<file path="config.mk">
export PLATFORM = sky130hd
export DESIGN_NAME = lsb_first_bit_reader
export DESIGN_NICKNAME = d
export VERILOG_FILES = /design/src/design/lbr_pkg.sv /design/src/design/lbr_ram.sv /design/src/design/lbr_front.sv /design/src/design/lbr_back.sv /design/src/design/lbr_resp.sv /design/src/design/lsb_first_bit_reader.sv
export SDC_FILE = /design/constraint.sdc
export NUM_CORES = 2
export LEC_CHECK = 0
export BUFFER_PORTS_ARGS = -buffer_cell sky130_fd_sc_hd__buf_4
export CORE_MARGIN = 4
export CORE_UTILIZATION = 35
export CTS_CLUSTER_SIZE = 28
export DETAILED_ROUTE_END_ITERATION = 10
export PLACE_DENSITY = 0.56
export SYNTH_ARGS = -nofsm -noshare
export SYNTH_HDL_FRONTEND = slang
export SYNTH_SLANG_ARGS = --single-unit
</file>
<file path="constraint.sdc">
create_clock -name clock -period 8.3 [get_ports clock]
set_input_delay 0.83 -clock clock [delete_from_list [all_inputs] [get_ports clock]]
set_output_delay 0.83 -clock clock [all_outputs]
set_load 0.01 [all_outputs]
</file>
<file path="src/design/lbr_pkg.sv">
// Shared constants, opcodes and item types of the LSB-first bit reader.
package lbr_pkg;

   // Buffer and read sizes.
   localparam int BUFFER_BYTES  = 256;
   localparam int MAX_READ_BITS = 64;

   // Field widths fixed by the interface.
   localparam int OPCODE_W  = 2;
   localparam int BYTE_W    = 8;
   localparam int COUNT_W   = 7;
   localparam int MAX_W     = 32;
   localparam int CAP_W     = 12;
   localparam int VALUE_W   = 64;
   localparam int OUT_POS_W = 12;

   // Derived widths of the buffer bookkeeping.
   localparam int ADDR_W = $clog2(BUFFER_BYTES);
   localparam int LOAD_W = $clog2(BUFFER_BYTES + 1);
   localparam int POS_W  = LOAD_W + 3;
   localparam int RD_W   = (POS_W > CAP_W) ? POS_W : CAP_W;
   localparam int SUM_W  = RD_W + 1;
   localparam int STEP_W = $clog2(MAX_W + 1);

   // Depth of the two small queues; must be a power of two.
   localparam int QUEUE_DEPTH = 2;
   localparam int QPTR_W      = $clog2(QUEUE_DEPTH);
   localparam int QCNT_W      = $clog2(QUEUE_DEPTH + 1);

   // Reset value of the length cap.
   localparam logic [CAP_W-1:0] CAP_RESET = 12'd2048;

   // Opcodes.
   localparam logic [OPCODE_W-1:0] OP_APPEND  = 2'd0;
   localparam logic [OPCODE_W-1:0] OP_READ    = 2'd1;
   localparam logic [OPCODE_W-1:0] OP_BOUNDED = 2'd2;
   localparam logic [OPCODE_W-1:0] OP_START   = 2'd3;

   // One accepted item, bit count already saturated.
   typedef struct packed {
      logic [OPCODE_W-1:0] opcode;
      logic [BYTE_W-1:0]   data_byte;
      logic [COUNT_W-1:0]  bit_count;
      logic [MAX_W-1:0]    max_value;
      logic [CAP_W-1:0]    limit_bits;
   } item_type;

   // One result item.
   typedef struct packed {
      logic [VALUE_W-1:0]   value;
      logic                 overflow;
      logic [OUT_POS_W-1:0] bit_position;
      logic [OUT_POS_W-1:0] bits_left;
      logic                 append_dropped;
   } result_type;

endpackage

</file>
<file path="src/design/lbr_ram.sv">
// Generic single-port-write, single-port-read RAM with registered read data.
module lbr_ram #(
   parameter int WIDTH = 8,
   parameter int DEPTH = 256
) (
   input  logic                     clock,
   input  logic                     wr_en,
   input  logic [$clog2(DEPTH)-1:0] wr_addr,
   input  logic [WIDTH-1:0]         wr_data,
   input  logic [$clog2(DEPTH)-1:0] rd_addr,
   output logic [WIDTH-1:0]         rd_data
);

   logic [WIDTH-1:0] mem_ff [DEPTH];

   // Write port and registered read port.
   always_ff @(posedge clock) begin
      if (wr_en) begin
         mem_ff[wr_addr] <= wr_data;
      end
      rd_data <= mem_ff[rd_addr];
   end

endmodule

</file>
<file path="src/design/lbr_front.sv">
// Front end: accepts request beats, classifies them and queues them for the back end.
module lbr_front import lbr_pkg::*; (
   input  logic                clock,
   input  logic                reset,
   input  logic                req_push,
   output logic                req_full,
   input  logic [OPCODE_W-1:0] req_opcode,
   input  logic [BYTE_W-1:0]   req_data_byte,
   input  logic [COUNT_W-1:0]  req_bit_count,
   input  logic [MAX_W-1:0]    req_max_value,
   input  logic [CAP_W-1:0]    req_limit_bits,
   output logic                item_valid,
   output item_type            item,
   input  logic                item_take
);

   item_type            slot_ff [QUEUE_DEPTH];
   item_type            classified;
   logic [QPTR_W-1:0]   wr_ptr_ff, wr_ptr_in;
   logic [QPTR_W-1:0]   rd_ptr_ff, rd_ptr_in;
   logic [QCNT_W-1:0]   count_ff, count_in;
   logic                push_ok;
   logic                pop_ok;

   // Saturate the bit count so the back end never sees more than a full read.
   always_comb begin
      classified.opcode     = req_opcode;
      classified.data_byte  = req_data_byte;
      classified.max_value  = req_max_value;
      classified.limit_bits = req_limit_bits;
      if (req_bit_count > COUNT_W'(MAX_READ_BITS)) begin
         classified.bit_count = COUNT_W'(MAX_READ_BITS);
      end else begin
         classified.bit_count = req_bit_count;
      end
   end

   assign req_full   = (count_ff == QCNT_W'(QUEUE_DEPTH));
   assign item_valid = (count_ff != '0);
   assign item       = slot_ff[rd_ptr_ff];
   assign push_ok    = req_push && !req_full;
   assign pop_ok     = item_take && item_valid;

   // Queue pointers and fill count.
   always_comb begin
      wr_ptr_in = push_ok ? wr_ptr_ff + 1'b1 : wr_ptr_ff;
      rd_ptr_in = pop_ok ? rd_ptr_ff + 1'b1 : rd_ptr_ff;
      count_in  = count_ff;
      if (push_ok && !pop_ok) begin
         count_in = count_ff + 1'b1;
      end else if (pop_ok && !push_ok) begin
         count_in = count_ff - 1'b1;
      end
   end

   always_ff @(posedge clock) begin
      if (reset) begin
         wr_ptr_ff <= '0;
         rd_ptr_ff <= '0;
         count_ff  <= '0;
      end else begin
         wr_ptr_ff <= wr_ptr_in;
         rd_ptr_ff <= rd_ptr_in;
         count_ff  <= count_in;
      end
   end

   // Queue storage.
   always_ff @(posedge clock) begin
      if (push_ok) begin
         slot_ff[wr_ptr_ff] <= classified;
      end
   end

endmodule

</file>
<file path="src/design/lbr_back.sv">
// Back end: owns the packet buffer and the read position and carries out each item.
module lbr_back import lbr_pkg::*; (
   input  logic       clock,
   input  logic       reset,
   input  logic       item_valid,
   input  item_type   item,
   output logic       item_take,
   output logic       res_push,
   output result_type res,
   input  logic       res_full
);

   localparam logic [1:0] ST_IDLE    = 2'd0;
   localparam logic [1:0] ST_READ    = 2'd1;
   localparam logic [1:0] ST_BOUNDED = 2'd2;
   localparam logic [1:0] ST_DONE    = 2'd3;

   logic [1:0]         state_ff, state_in;
   logic [LOAD_W-1:0]  loaded_ff, loaded_in;
   logic [POS_W-1:0]   pos_ff, pos_in;
   logic [CAP_W-1:0]   cap_ff, cap_in;
   logic               ovf_ff, ovf_in;
   logic               dropped_ff, dropped_in;
   logic [VALUE_W-1:0] acc_ff, acc_in;
   logic [COUNT_W-1:0] rem_ff, rem_in;
   logic [COUNT_W-1:0] got_ff, got_in;
   logic [STEP_W-1:0]  step_ff, step_in;
   logic [MAX_W-1:0]   max_ff, max_in;

   logic [POS_W-1:0]   have_bits;
   logic [RD_W-1:0]    readable;
   logic [RD_W-1:0]    left;
   logic               wr_en;
   logic [BYTE_W-1:0]  rd_data;
   logic [2:0]         bit_off;
   logic [3:0]         avail;
   logic [3:0]         take;
   logic [BYTE_W-1:0]  chunk_mask;
   logic [BYTE_W-1:0]  chunk;
   logic [MAX_W-1:0]   trial;
   logic               keep_going;

   // Readable length is the smaller of the cap and the loaded bits.
   assign have_bits = {loaded_ff, 3'b000};
   assign readable  = (RD_W'(cap_ff) < RD_W'(have_bits)) ? RD_W'(cap_ff) : RD_W'(have_bits);
   assign left      = (readable > RD_W'(pos_ff)) ? readable - RD_W'(pos_ff) : '0;

   assign item_take = item_valid && (state_ff == ST_IDLE);
   assign wr_en     = item_take && (item.opcode == OP_APPEND) &&
                      (loaded_ff < LOAD_W'(BUFFER_BYTES));

   // The read address always follows the next position, so the registered rd_data
   // holds the byte under the current position.
   lbr_ram #(
      .WIDTH (BYTE_W),
      .DEPTH (BUFFER_BYTES)
   ) u_buffer (
      .clock   (clock),
      .wr_en   (wr_en),
      .wr_addr (loaded_ff[ADDR_W-1:0]),
      .wr_data (item.data_byte),
      .rd_addr (ADDR_W'(pos_in >> 3)),
      .rd_data (rd_data)
   );

   // Chunk of the current byte that a plain read takes this cycle.
   always_comb begin
      bit_off    = pos_ff[2:0];
      avail      = 4'd8 - {1'b0, bit_off};
      take       = (rem_ff < COUNT_W'(avail)) ? rem_ff[3:0] : avail;
      chunk_mask = BYTE_W'((9'd1 << take) - 9'd1);
      chunk      = (rd_data >> bit_off) & chunk_mask;
   end

   // Bounded-int step test: value plus the next mask must stay below the bound.
   always_comb begin
      trial      = acc_ff[MAX_W-1:0] | (MAX_W'(1) << step_ff[STEP_W-2:0]);
      keep_going = (step_ff != STEP_W'(MAX_W)) && (trial < max_ff);
   end

   // Sequencer.
   always_comb begin
      state_in   = state_ff;
      loaded_in  = loaded_ff;
      pos_in     = pos_ff;
      cap_in     = cap_ff;
      ovf_in     = ovf_ff;
      dropped_in = dropped_ff;
      acc_in     = acc_ff;
      rem_in     = rem_ff;
      got_in     = got_ff;
      step_in    = step_ff;
      max_in     = max_ff;
      res_push   = 1'b0;
      case (state_ff)
         ST_IDLE: begin
            if (item_valid) begin
               acc_in     = '0;
               got_in     = '0;
               step_in    = '0;
               rem_in     = item.bit_count;
               max_in     = item.max_value;
               dropped_in = 1'b0;
               state_in   = ST_DONE;
               case (item.opcode)
                  OP_APPEND: begin
                     if (loaded_ff < LOAD_W'(BUFFER_BYTES)) begin
                        loaded_in = loaded_ff + 1'b1;
                     end else begin
                        dropped_in = 1'b1;
                     end
                  end
                  OP_READ: begin
                     if (!ovf_ff) begin
                        if (SUM_W'(pos_ff) + SUM_W'(item.bit_count) > SUM_W'(readable)) begin
                           ovf_in = 1'b1;
                        end else if (item.bit_count != '0) begin
                           state_in = ST_READ;
                        end
                     end
                  end
                  OP_BOUNDED: begin
                     state_in = ST_BOUNDED;
                  end
                  OP_START: begin
                     loaded_in = '0;
                     pos_in    = '0;
                     ovf_in    = 1'b0;
                     cap_in    = item.limit_bits;
                  end
                  default: begin
                     state_in = ST_DONE;
                  end
               endcase
            end
         end
         ST_READ: begin
            acc_in = acc_ff | (VALUE_W'(chunk) << got_ff);
            pos_in = pos_ff + POS_W'(take);
            rem_in = rem_ff - COUNT_W'(take);
            got_in = got_ff + COUNT_W'(take);
            if (rem_ff == COUNT_W'(take)) begin
               state_in = ST_DONE;
            end
         end
         ST_BOUNDED: begin
            if (!keep_going) begin
               state_in = ST_DONE;
            end else if (ovf_ff || (RD_W'(pos_ff) >= readable)) begin
               ovf_in   = 1'b1;
               state_in = ST_DONE;
            end else begin
               if (rd_data[bit_off]) begin
                  acc_in = {acc_ff[VALUE_W-1:MAX_W], trial};
               end
               pos_in  = pos_ff + 1'b1;
               step_in = step_ff + 1'b1;
            end
         end
         ST_DONE: begin
            if (!res_full) begin
               res_push = 1'b1;
               state_in = ST_IDLE;
            end
         end
         default: begin
            state_in = ST_IDLE;
         end
      endcase
   end

   // Result assembled from the settled state.
   always_comb begin
      res.value          = acc_ff;
      res.overflow       = ovf_ff;
      res.bit_position   = OUT_POS_W'(pos_ff);
      res.bits_left      = OUT_POS_W'(left);
      res.append_dropped = dropped_ff;
   end

   // Control state.
   always_ff @(posedge clock) begin
      if (reset) begin
         state_ff  <= ST_IDLE;
         loaded_ff <= '0;
         pos_ff    <= '0;
         cap_ff    <= CAP_RESET;
         ovf_ff    <= 1'b0;
      end else begin
         state_ff  <= state_in;
         loaded_ff <= loaded_in;
         pos_ff    <= pos_in;
         cap_ff    <= cap_in;
         ovf_ff    <= ovf_in;
      end
   end

   // Working registers of the current item.
   always_ff @(posedge clock) begin
      dropped_ff <= dropped_in;
      acc_ff     <= acc_in;
      rem_ff     <= rem_in;
      got_ff     <= got_in;
      step_ff    <= step_in;
      max_ff     <= max_in;
   end

   // The position never runs past the readable length.
   a_pos_in_range: assert property (@(posedge clock) disable iff (reset)
      RD_W'(pos_ff) <= readable)
      else $error("read position beyond readable length");

   // The buffer fill never exceeds its capacity.
   a_loaded_in_range: assert property (@(posedge clock) disable iff (reset)
      loaded_ff <= LOAD_W'(BUFFER_BYTES))
      else $error("loaded byte count beyond buffer size");

   // A plain read in progress always has bits left to fetch.
   a_read_has_work: assert property (@(posedge clock) disable iff (reset)
      (state_ff == ST_READ) |-> (rem_ff != '0))
      else $error("plain read running with nothing left");

   // Every plain-read cycle advances the position.
   a_read_progress: assert property (@(posedge clock) disable iff (reset)
      (state_ff == ST_READ) |=> (pos_ff != $past(pos_ff)))
      else $error("plain read cycle did not advance");

endmodule

</file>
<file path="src/design/lbr_resp.sv">
// Result queue: holds finished results until the response side pops them.
module lbr_resp import lbr_pkg::*; (
   input  logic                 clock,
   input  logic                 reset,
   input  logic                 res_push,
   input  result_type           res,
   output logic                 res_full,
   output logic                 rsp_empty,
   input  logic                 rsp_pop,
   output logic [VALUE_W-1:0]   rsp_value,
   output logic                 rsp_overflow,
   output logic [OUT_POS_W-1:0] rsp_bit_position,
   output logic [OUT_POS_W-1:0] rsp_bits_left,
   output logic                 rsp_append_dropped
);

   result_type          slot_ff [QUEUE_DEPTH];
   result_type          head;
   logic [QPTR_W-1:0]   wr_ptr_ff, wr_ptr_in;
   logic [QPTR_W-1:0]   rd_ptr_ff, rd_ptr_in;
   logic [QCNT_W-1:0]   count_ff, count_in;
   logic                push_ok;
   logic                pop_ok;

   assign res_full  = (count_ff == QCNT_W'(QUEUE_DEPTH));
   assign rsp_empty = (count_ff == '0);
   assign push_ok   = res_push && !res_full;
   assign pop_ok    = rsp_pop && !rsp_empty;
   assign head      = slot_ff[rd_ptr_ff];

   // Oldest result on the ports.
   assign rsp_value          = head.value;
   assign rsp_overflow       = head.overflow;
   assign rsp_bit_position   = head.bit_position;
   assign rsp_bits_left      = head.bits_left;
   assign rsp_append_dropped = head.append_dropped;

   // Queue pointers and fill count.
   always_comb begin
      wr_ptr_in = push_ok ? wr_ptr_ff + 1'b1 : wr_ptr_ff;
      rd_ptr_in = pop_ok ? rd_ptr_ff + 1'b1 : rd_ptr_ff;
      count_in  = count_ff;
      if (push_ok && !pop_ok) begin
         count_in = count_ff + 1'b1;
      end else if (pop_ok && !push_ok) begin
         count_in = count_ff - 1'b1;
      end
   end

   always_ff @(posedge clock) begin
      if (reset) begin
         wr_ptr_ff <= '0;
         rd_ptr_ff <= '0;
         count_ff  <= '0;
      end else begin
         wr_ptr_ff <= wr_ptr_in;
         rd_ptr_ff <= rd_ptr_in;
         count_ff  <= count_in;
      end
   end

   // Queue storage.
   always_ff @(posedge clock) begin
      if (push_ok) begin
         slot_ff[wr_ptr_ff] <= res;
      end
   end

endmodule

</file>
<file path="src/design/lsb_first_bit_reader.sv">
// Top level of the LSB-first bit reader with bounded-int reads.
//
//   Channel   Handshake          Beat contents
//   req_      push / full        opcode, data_byte, bit_count, max_value, limit_bits
//   rsp_      empty / pop        value, overflow, bit_position, bits_left, append_dropped
//
// Append and start-packet items go from idle straight to done in the back end; a
// plain read takes the bits of one buffer byte per step; a bounded-int read reads one
// bit per step, and its last step only tests the stop. Reset is synchronous; the
// buffer contents are not cleared and are never read before being written. Two-entry
// queues on both sides absorb stalls.
module lsb_first_bit_reader import lbr_pkg::*; (
   input  logic                 clock,
   input  logic                 reset,
   input  logic                 req_push,
   output logic                 req_full,
   input  logic [OPCODE_W-1:0]  req_opcode,
   input  logic [BYTE_W-1:0]    req_data_byte,
   input  logic [COUNT_W-1:0]   req_bit_count,
   input  logic [MAX_W-1:0]     req_max_value,
   input  logic [CAP_W-1:0]     req_limit_bits,
   output logic                 rsp_empty,
   input  logic                 rsp_pop,
   output logic [VALUE_W-1:0]   rsp_value,
   output logic                 rsp_overflow,
   output logic [OUT_POS_W-1:0] rsp_bit_position,
   output logic [OUT_POS_W-1:0] rsp_bits_left,
   output logic                 rsp_append_dropped
);

   logic       item_valid;
   item_type   item;
   logic       item_take;
   logic       res_push;
   result_type res;
   logic       res_full;

   lbr_front u_front (
      .clock          (clock),
      .reset          (reset),
      .req_push       (req_push),
      .req_full       (req_full),
      .req_opcode     (req_opcode),
      .req_data_byte  (req_data_byte),
      .req_bit_count  (req_bit_count),
      .req_max_value  (req_max_value),
      .req_limit_bits (req_limit_bits),
      .item_valid     (item_valid),
      .item           (item),
      .item_take      (item_take)
   );

   lbr_back u_back (
      .clock      (clock),
      .reset      (reset),
      .item_valid (item_valid),
      .item       (item),
      .item_take  (item_take),
      .res_push   (res_push),
      .res        (res),
      .res_full   (res_full)
   );

   lbr_resp u_resp (
      .clock              (clock),
      .reset              (reset),
      .res_push           (res_push),
      .res                (res),
      .res_full           (res_full),
      .rsp_empty          (rsp_empty),
      .rsp_pop            (rsp_pop),
      .rsp_value          (rsp_value),
      .rsp_overflow       (rsp_overflow),
      .rsp_bit_position   (rsp_bit_position),
      .rsp_bits_left      (rsp_bits_left),
      .rsp_append_dropped (rsp_append_dropped)
   );

endmodule

</file>
After elaboration in Yosys (flattened, before gate mapping)
Memory sizes are Yosys's and may differ from the RTL's. A register that Yosys moved wholly into a read port is not among the register bits. Index checks and enable logic that the tools add are counted.

Eq/ne operators: 21. Magnitude comparators: 9. Bitwise operators: 4. Mux-type cells: 60. Reductions and logical operators: 41. Shifts and indexed selects: 4. $add $sub $neg: 18.

Operator list (count): 64-bit two-way mux (3); 64-bit case mux with 3 select lines (1); 12-bit two-way mux (6); 64-bit OR (1); 8-bit by 7-bit << shifter with 64-bit output (1); 12-bit case mux with 3 select lines (1); 32-bit < comparator (1); 32-bit two-way mux (1); 32-bit OR (1); 1-bit by 5-bit << shifter with 32-bit output (first input constant) (1); 7-bit case mux with 2 select lines (2); 2-bit two-way mux (12); 7-bit two-way mux (3); 1-bit two-way mux (19); 6-bit two-way mux (3); 9-bit case mux with 2 select lines (1); 5-bit AND reduction (3); 12-bit by 7-bit adder with 13-bit output (1); 13-bit by 12-bit > comparator with 1-bit output (1); 12-bit by 1-bit adder with 12-bit output (second input constant) (1); 12-bit by 4-bit adder with 12-bit output (1); 2-bit equality test (second input constant) (6); 12-bit greater-or-equal comparator (1); 12-bit > comparator (1); other kinds (42) (85).

Memories: 3. Word-level logic and storage cells: 179. Input port bits: 65. Bits in writable memories: 2350. Flip-flop bits (word level): 161. Output and inout bits: 92.

Memory list: u_back.u_buffer.mem_ff (words 256, width 8, rd ports 1, clocked after Yosys merged registers in 1, write ports 1, line lbr_ram.sv:14) `logic [WIDTH-1:0] mem_ff [DEPTH];`; u_resp.slot_ff (words 2, width 90, rd ports 1, clocked after Yosys merged registers in 1, write ports 1, line lbr_resp.sv:17) `result_type slot_ff [QUEUE_DEPTH];`; u_front.slot_ff (words 2, width 61, rd ports 1, clocked after Yosys merged registers in 1, write ports 1, line lbr_front.sv:17) `item_type slot_ff [QUEUE_DEPTH];`.

Depth between registers and ports, before layout
Depth after elaboration: 9. Gate-level depth with buffers: 35. Mapped depth without buffers: 28.

Hierarchy
Synthesis repeated with hierarchy kept, for this count alone.

Cells, all modules: 5585. Area total of the unflattened synthesis: 102737.3 µm².

Modules (own cells, without submodules): lbr_ram (area each 79556.3 µm², instances 1, sequential area each 61659.1 µm², cells each 3733); lbr_back (area each 11825.1 µm², instances 1, sequential area each 4234.1 µm², cells each 1325); lbr_resp (area each 6708.9 µm², instances 1, sequential area each 5505.3 µm², cells each 305); lbr_front (area each 4647.0 µm², instances 1, sequential area each 3763.6 µm², cells each 222).

Worst setup path before layout
OpenSTA, ideal clock, no wires.

Path type: flip-flop to flip-flop. Start point: register u_back.loaded_ff[2]. End point: register u_back.acc_ff[0], enable pin. Path buffers: 2. Clock period less this slack: 7.101 ns. Required time: 7.830 ns. Arrival: 6.631 ns. Library setup time: 0.470 ns. Stages on the path, launching flop included: 23. Path slack: 1.199 ns. Path through: dfxtp_1 -> clkbuf_1 -> inv_1 -> ha_1 -> a21oi_1 -> nor2b_1 -> o21ai_0 -> nand2b_1 -> a21oi_1 -> nor2b_1 -> o21ai_0 -> nand2b_1 -> a21oi_1 -> clkbuf_1 -> mux2_2 -> ha_1 -> nand4_1 -> nor3_1 -> or2_2 -> or3_1 -> nor2_1 -> o21ai_0 -> a211oi_1.

Cells in the longest elaborated chain, start to end: 6.

Ends and longest elaborated chain: start: declaration (line lbr_back.sv:19) `logic [LOAD_W-1:0] loaded_ff, loaded_in;`; start signal: assignment (line lbr_back.sv:191) `loaded_ff <= loaded_in;`; 12-bit < comparator (line lbr_back.sv:45) `assign readable = (RD_W'(cap_ff) < RD_W'(have_bits)) ? RD_W'(cap_ff) : RD_W'(have_bits);`; 12-bit two-way mux * (line lbr_back.sv:45); 12-bit greater-or-equal comparator * (line lbr_back.sv:149) `end else if (ovf_ff || (RD_W'(pos_ff) >= readable)) begin`; 1-bit logical OR * (line lbr_back.sv:149); 2-bit inequality test (no line) *; 5-bit AND reduction (no line) *; end signal: assignment (line lbr_back.sv:201) `acc_ff <= acc_in;`; end: declaration (line lbr_back.sv:24) `logic [VALUE_W-1:0] acc_ff, acc_in;`.

Every way passes the cells marked *; elsewhere a longest branch is shown, timed or not. A chain may end at the register's enable or synchronous reset.

Worst setup path in the final report
Start point: register u_back.pos_ff[1]. End point: register u_back.u_buffer.rd_data[6], read port of u_back.u_buffer.mem_ff.

Cells in the longest elaborated chain, start to end: 5. Elaborated cells on any way between the ends: 10. Those cells by class: add/sub: 3; order compare: 2; mux: 4; reduce/logical: 1.

Ends and longest elaborated chain: start: declaration (line lbr_back.sv:20) `logic [POS_W-1:0] pos_ff, pos_in;`; start signal: assignment (line lbr_back.sv:192) `pos_ff <= pos_in;`; 4-bit by 3-bit subtractor with 4-bit output or 12-bit greater-or-equal comparator (tied branches) (line lbr_back.sv:69, lbr_back.sv:149); 7-bit by 4-bit < comparator with 1-bit output or 1-bit logical OR (tied branches) (line lbr_back.sv:70, lbr_back.sv:149); 4-bit two-way mux or 12-bit two-way mux (tied branches) (line lbr_back.sv:70, lbr_back.sv:149); 12-bit by 4-bit adder with 12-bit output or 12-bit two-way mux (tied branches) (line lbr_back.sv:139, lbr_back.sv:147); 12-bit case mux with 3 select lines * (line lbr_back.sv:95) `case (state_ff)`; end: declaration (line lbr_ram.sv:11) `output logic [WIDTH-1:0] rd_data`.

Every way passes the cells marked *; elsewhere a longest branch is shown, timed or not. The select of a mux whose other input is x is not followed.

==> results.sh <==
export IMPL_outcome="finished with violations"
export IMPL_violations="capacitance limit, slew limit"
export IMPL_top_layer="met5"
export IMPL_min_path_cells=1
export IMPL_p_int_mw=27.64
export IMPL_end_kind="register"
export IMPL_synth_area_leaders="edfxtp_1 (71%), nand2_1 (5.1%), nand3_1 (2.8%)"
export IMPL_synth_area_leader_cell="edfxtp_1"
export IMPL_finalHoldViolations=0
export IMPL_finalCriticalPeriod_ns=8.079
export IMPL_whs_ns=0.1298
export IMPL_crit_fanout=37
export IMPL_finalWeightedCongestion=0.8995
export IMPL_dieWidth_microns=553.5
export IMPL_cp_start_kind="register"
export IMPL_core_sq_mm=0.2965
export IMPL_grt_pass1_wl_microns=461700
export IMPL_synth_edf_count=2467
export IMPL_holdBufCountCts=0
export IMPL_syn_inst=7694
export IMPL_viasPerCell=5.592
export IMPL_syn_nets=7875
export IMPL_wirelength_microns=322400
export IMPL_drc_errors=0
export IMPL_setup_violations=0
export IMPL_r2r_cells=28
export IMPL_fin_crit_sh_pct=97.34
export IMPL_met1Wirelength_microns=133300
export IMPL_num_vias=67409
export IMPL_initial_core_util_pct=35.12
export IMPL_drv_cap=1
export IMPL_p_leak_nw=39.21
export IMPL_wl_per_cell_microns=26.75
export IMPL_setup_tns_ns=0
export IMPL_root_buffer="clkbuf_16"
export IMPL_ioPinCount=157
export IMPL_crit_arrival_ns=8.90
export IMPL_yosys_cell_count_top_type="edfxtp_1"
export IMPL_avgSynthCellArea_sq_um=13.54
export IMPL_crit_required_ns=9.12
export IMPL_swShare_pct=38.62
export IMPL_drive_above_1_share_pct=12.32
export IMPL_syn_to_final_growth_pct=14.64
export IMPL_pwr_share_seq_pct=35.9
export IMPL_hold_path_class="in2reg"
export IMPL_drv_slew=6
export IMPL_clockPowerShare_pct=26.7
export IMPL_ctsHtreeMaxLevel=5
export IMPL_path_clk_slew_ns=0.06
export IMPL_cp_top_family="compound AO/OA/AOI/OAI gates"
export IMPL_dr_wl_met2_microns=144200
export IMPL_synth_warning_count=0
export IMPL_clk_path_buf_depth=4
export IMPL_critical_path_depth=28
export IMPL_antenna_found_initial=23
export IMPL_ys_types=84
export IMPL_fin_nets=8068
export IMPL_portBuffers=156
export IMPL_dp_hpwl_microns=202400
export IMPL_fin_skew_ns=0.07663
export IMPL_drtPass1Iterations=6
export IMPL_grt_overflow_total=0
export IMPL_slew_headroom_pct=-0.1889
export IMPL_power_frac_comb_pct=37.4
export IMPL_max_stage_delay_ns=0.62
export IMPL_cts_tree="built"
export IMPL_slowest_stage="a311oi_2"
export IMPL_netlist_area_sq_mm=0.1041
export IMPL_p_sw_mw=17.39
export IMPL_met3_length_microns=32300
export IMPL_ys_seq_area_share_pct=72.17
export IMPL_antenna_left=0
export IMPL_cts_inserted_buffers=278
export IMPL_ys_seq_elements=2521
export IMPL_drt_iter0_markers=8853
export IMPL_dieArea_sq_mm=0.3063
export IMPL_crit_type="reg2reg"
export IMPL_grt_start_max_net_pins=165
export IMPL_grt_pass1_vias=64047
export IMPL_ys_flop_type="edfxtp_1"
export IMPL_tightest_slew_ns=1.499
export IMPL_async_flop_share_pct=0
export IMPL_rows=200
export IMPL_powerDensity_mw_per_mm2=377.2
export IMPL_synthTopCellsByCount="edfxtp_1 (2,467), nand2_1 (1,408), nand3_1 (582)"
export IMPL_yosys_area_top_type_share_pct=71.14
export IMPL_grt_setup_unrepaired="false"
export IMPL_cp_num_buf_inv=8
export IMPL_cts_sinks=2521
export IMPL_max_freq_ghz=0.1238
export IMPL_ir_worst_vdd_mv=0.5229
export IMPL_insertion_delay_ns=0.91
export IMPL_grt_usage_pct=20.29
export IMPL_fp_dieH_microns=553.5
-- layout by cell type (no fill, tap or decap), types with 19 or more instances in the layout --
cell / count
nand2_1: 1408
clkinv_2: 30
a32oi_1: 42
a31oi_1: 57
mux4_2: 20
ha_1: 111
nor2_1: 458
mux2i_1: 220
nand3_1: 577
a22oi_1: 192
o21a_1: 19
o22ai_1: 26
mux2_2: 150
buf_4: 348
o21ai_0: 97
and2_1: 21
clkbuf_1: 73
a21o_1: 46
edfxtp_1: 2467
nor2b_1: 26
clkinv_1: 55
inv_1: 114
dfxtp_1: 52
buf_12: 36
nand4_1: 72
nor3_1: 39
a221oi_1: 50
clkbuf_16: 281
nor4_1: 55
a21oi_1: 497
a211oi_1: 46
xnor2_1: 27
-- per-layer routing --
| layer | GRT usage, % | vias to the layer above |
|---|---|---|
| met5 | 0 | - |
| met4 | 7.229 | 8 |
| met3 | 4.808 | 580 |
| met2 | 30.90 | 3384 |
| met1 | 28.35 | 34116 |
| li1 | - | 29321 |
-- stage by stage --
| stage | worst slack, ns | utilization, % | instances | power (mW) | cell area, sq um |
|---|---|---|---|---|---|
| after floorplan | 1.199 | - | 7694 | 26.64 | 104100 |
| after global placement | -0.6525 | 37.28 | 11545 | 33.00 | 110600 |
| after detailed placement | -0.1808 | 37.28 | 11546 | 33.15 | 110600 |
| after CTS | 0.2050 | 40.24 | 12037 | 45.16 | 119300 |
| after global routing | 0.01450 | 40.25 | 12038 | 47.08 | 119300 |
| final | 0.2210 | 40.26 | 12054 | 45.03 | 119400 |
-- power by group through the flow --
stage          sequential (mW)  combinational [mW]  clock [mW]
5_1_grt                   16.2                18.1        12.8
4_1_cts                   16.1                16.8        12.2
2_1_floorplan             16.2                10.5           0
3_3_place_gp              16.4                16.6           0
6_report                  16.2                16.9        12.0
3_5_place_dp              16.4                16.7           0
-- layout make-up --
class / count / area, sq um
repair buffers: 385 / 3338
flip-flops and latches: 2521 / 75170
clock buffers: 358 / 7361
clock inverters: 133 / 1389
diodes: 17 / 42.54
fillers: 27329 / 177100
multi-input cells: 4581 / 26710
inverters: 120 / 450.4
well taps: 3939 / 4928
-- flip-flops by register name, summed over array words and instances (netlist names), 9 cells and up, named ones only --
name                    cells
u_back.u_buffer.mem_ff   2048
u_resp.slot_ff            180
u_front.slot_ff           122
u_back.acc_ff              64
u_back.max_ff              32
u_back.cap_ff              12
u_back.pos_ff              12
u_back.loaded_ff            9
-- cells by family after synthesis --
logic type               share of synthesized area (%)
multiplexers                                     4.265
adder cells (fa/ha/maj)                          1.430
AND/OR/NAND/NOR                                  11.51
flip-flops                                       72.17
XOR/XNOR                                        0.3616
AO/OA/AOI/OAI                                    7.746
buffers and inverters                            2.511
-- repair_timing --
action / CTS / global route
setup buffers: 0 / 0
gates resized for setup: 1 / 7
endpoints found under the setup margin: 1 / 6
gates cloned: 0 / 0
-- path summary, 6_finish.rpt --
path                                                     from  slack [ns]                                 end
worst max-delay path            u_back.pos_ff[1]$_SDFFE_PP0P_        0.22  u_back.u_buffer.rd_data[6]$_DFF_P_
worst min-delay path                         req_max_value[2]        0.13    u_front.slot_ff[1][14]$_DFFE_PP_
worst max register to register  u_back.pos_ff[1]$_SDFFE_PP0P_        0.22  u_back.u_buffer.rd_data[6]$_DFF_P_
worst min register to register    u_back.acc_ff[61]$_DFFE_PP_        0.49     u_resp.slot_ff[0][87]$_DFFE_PP_
Note: power is estimated with default switching activity, not from simulation.
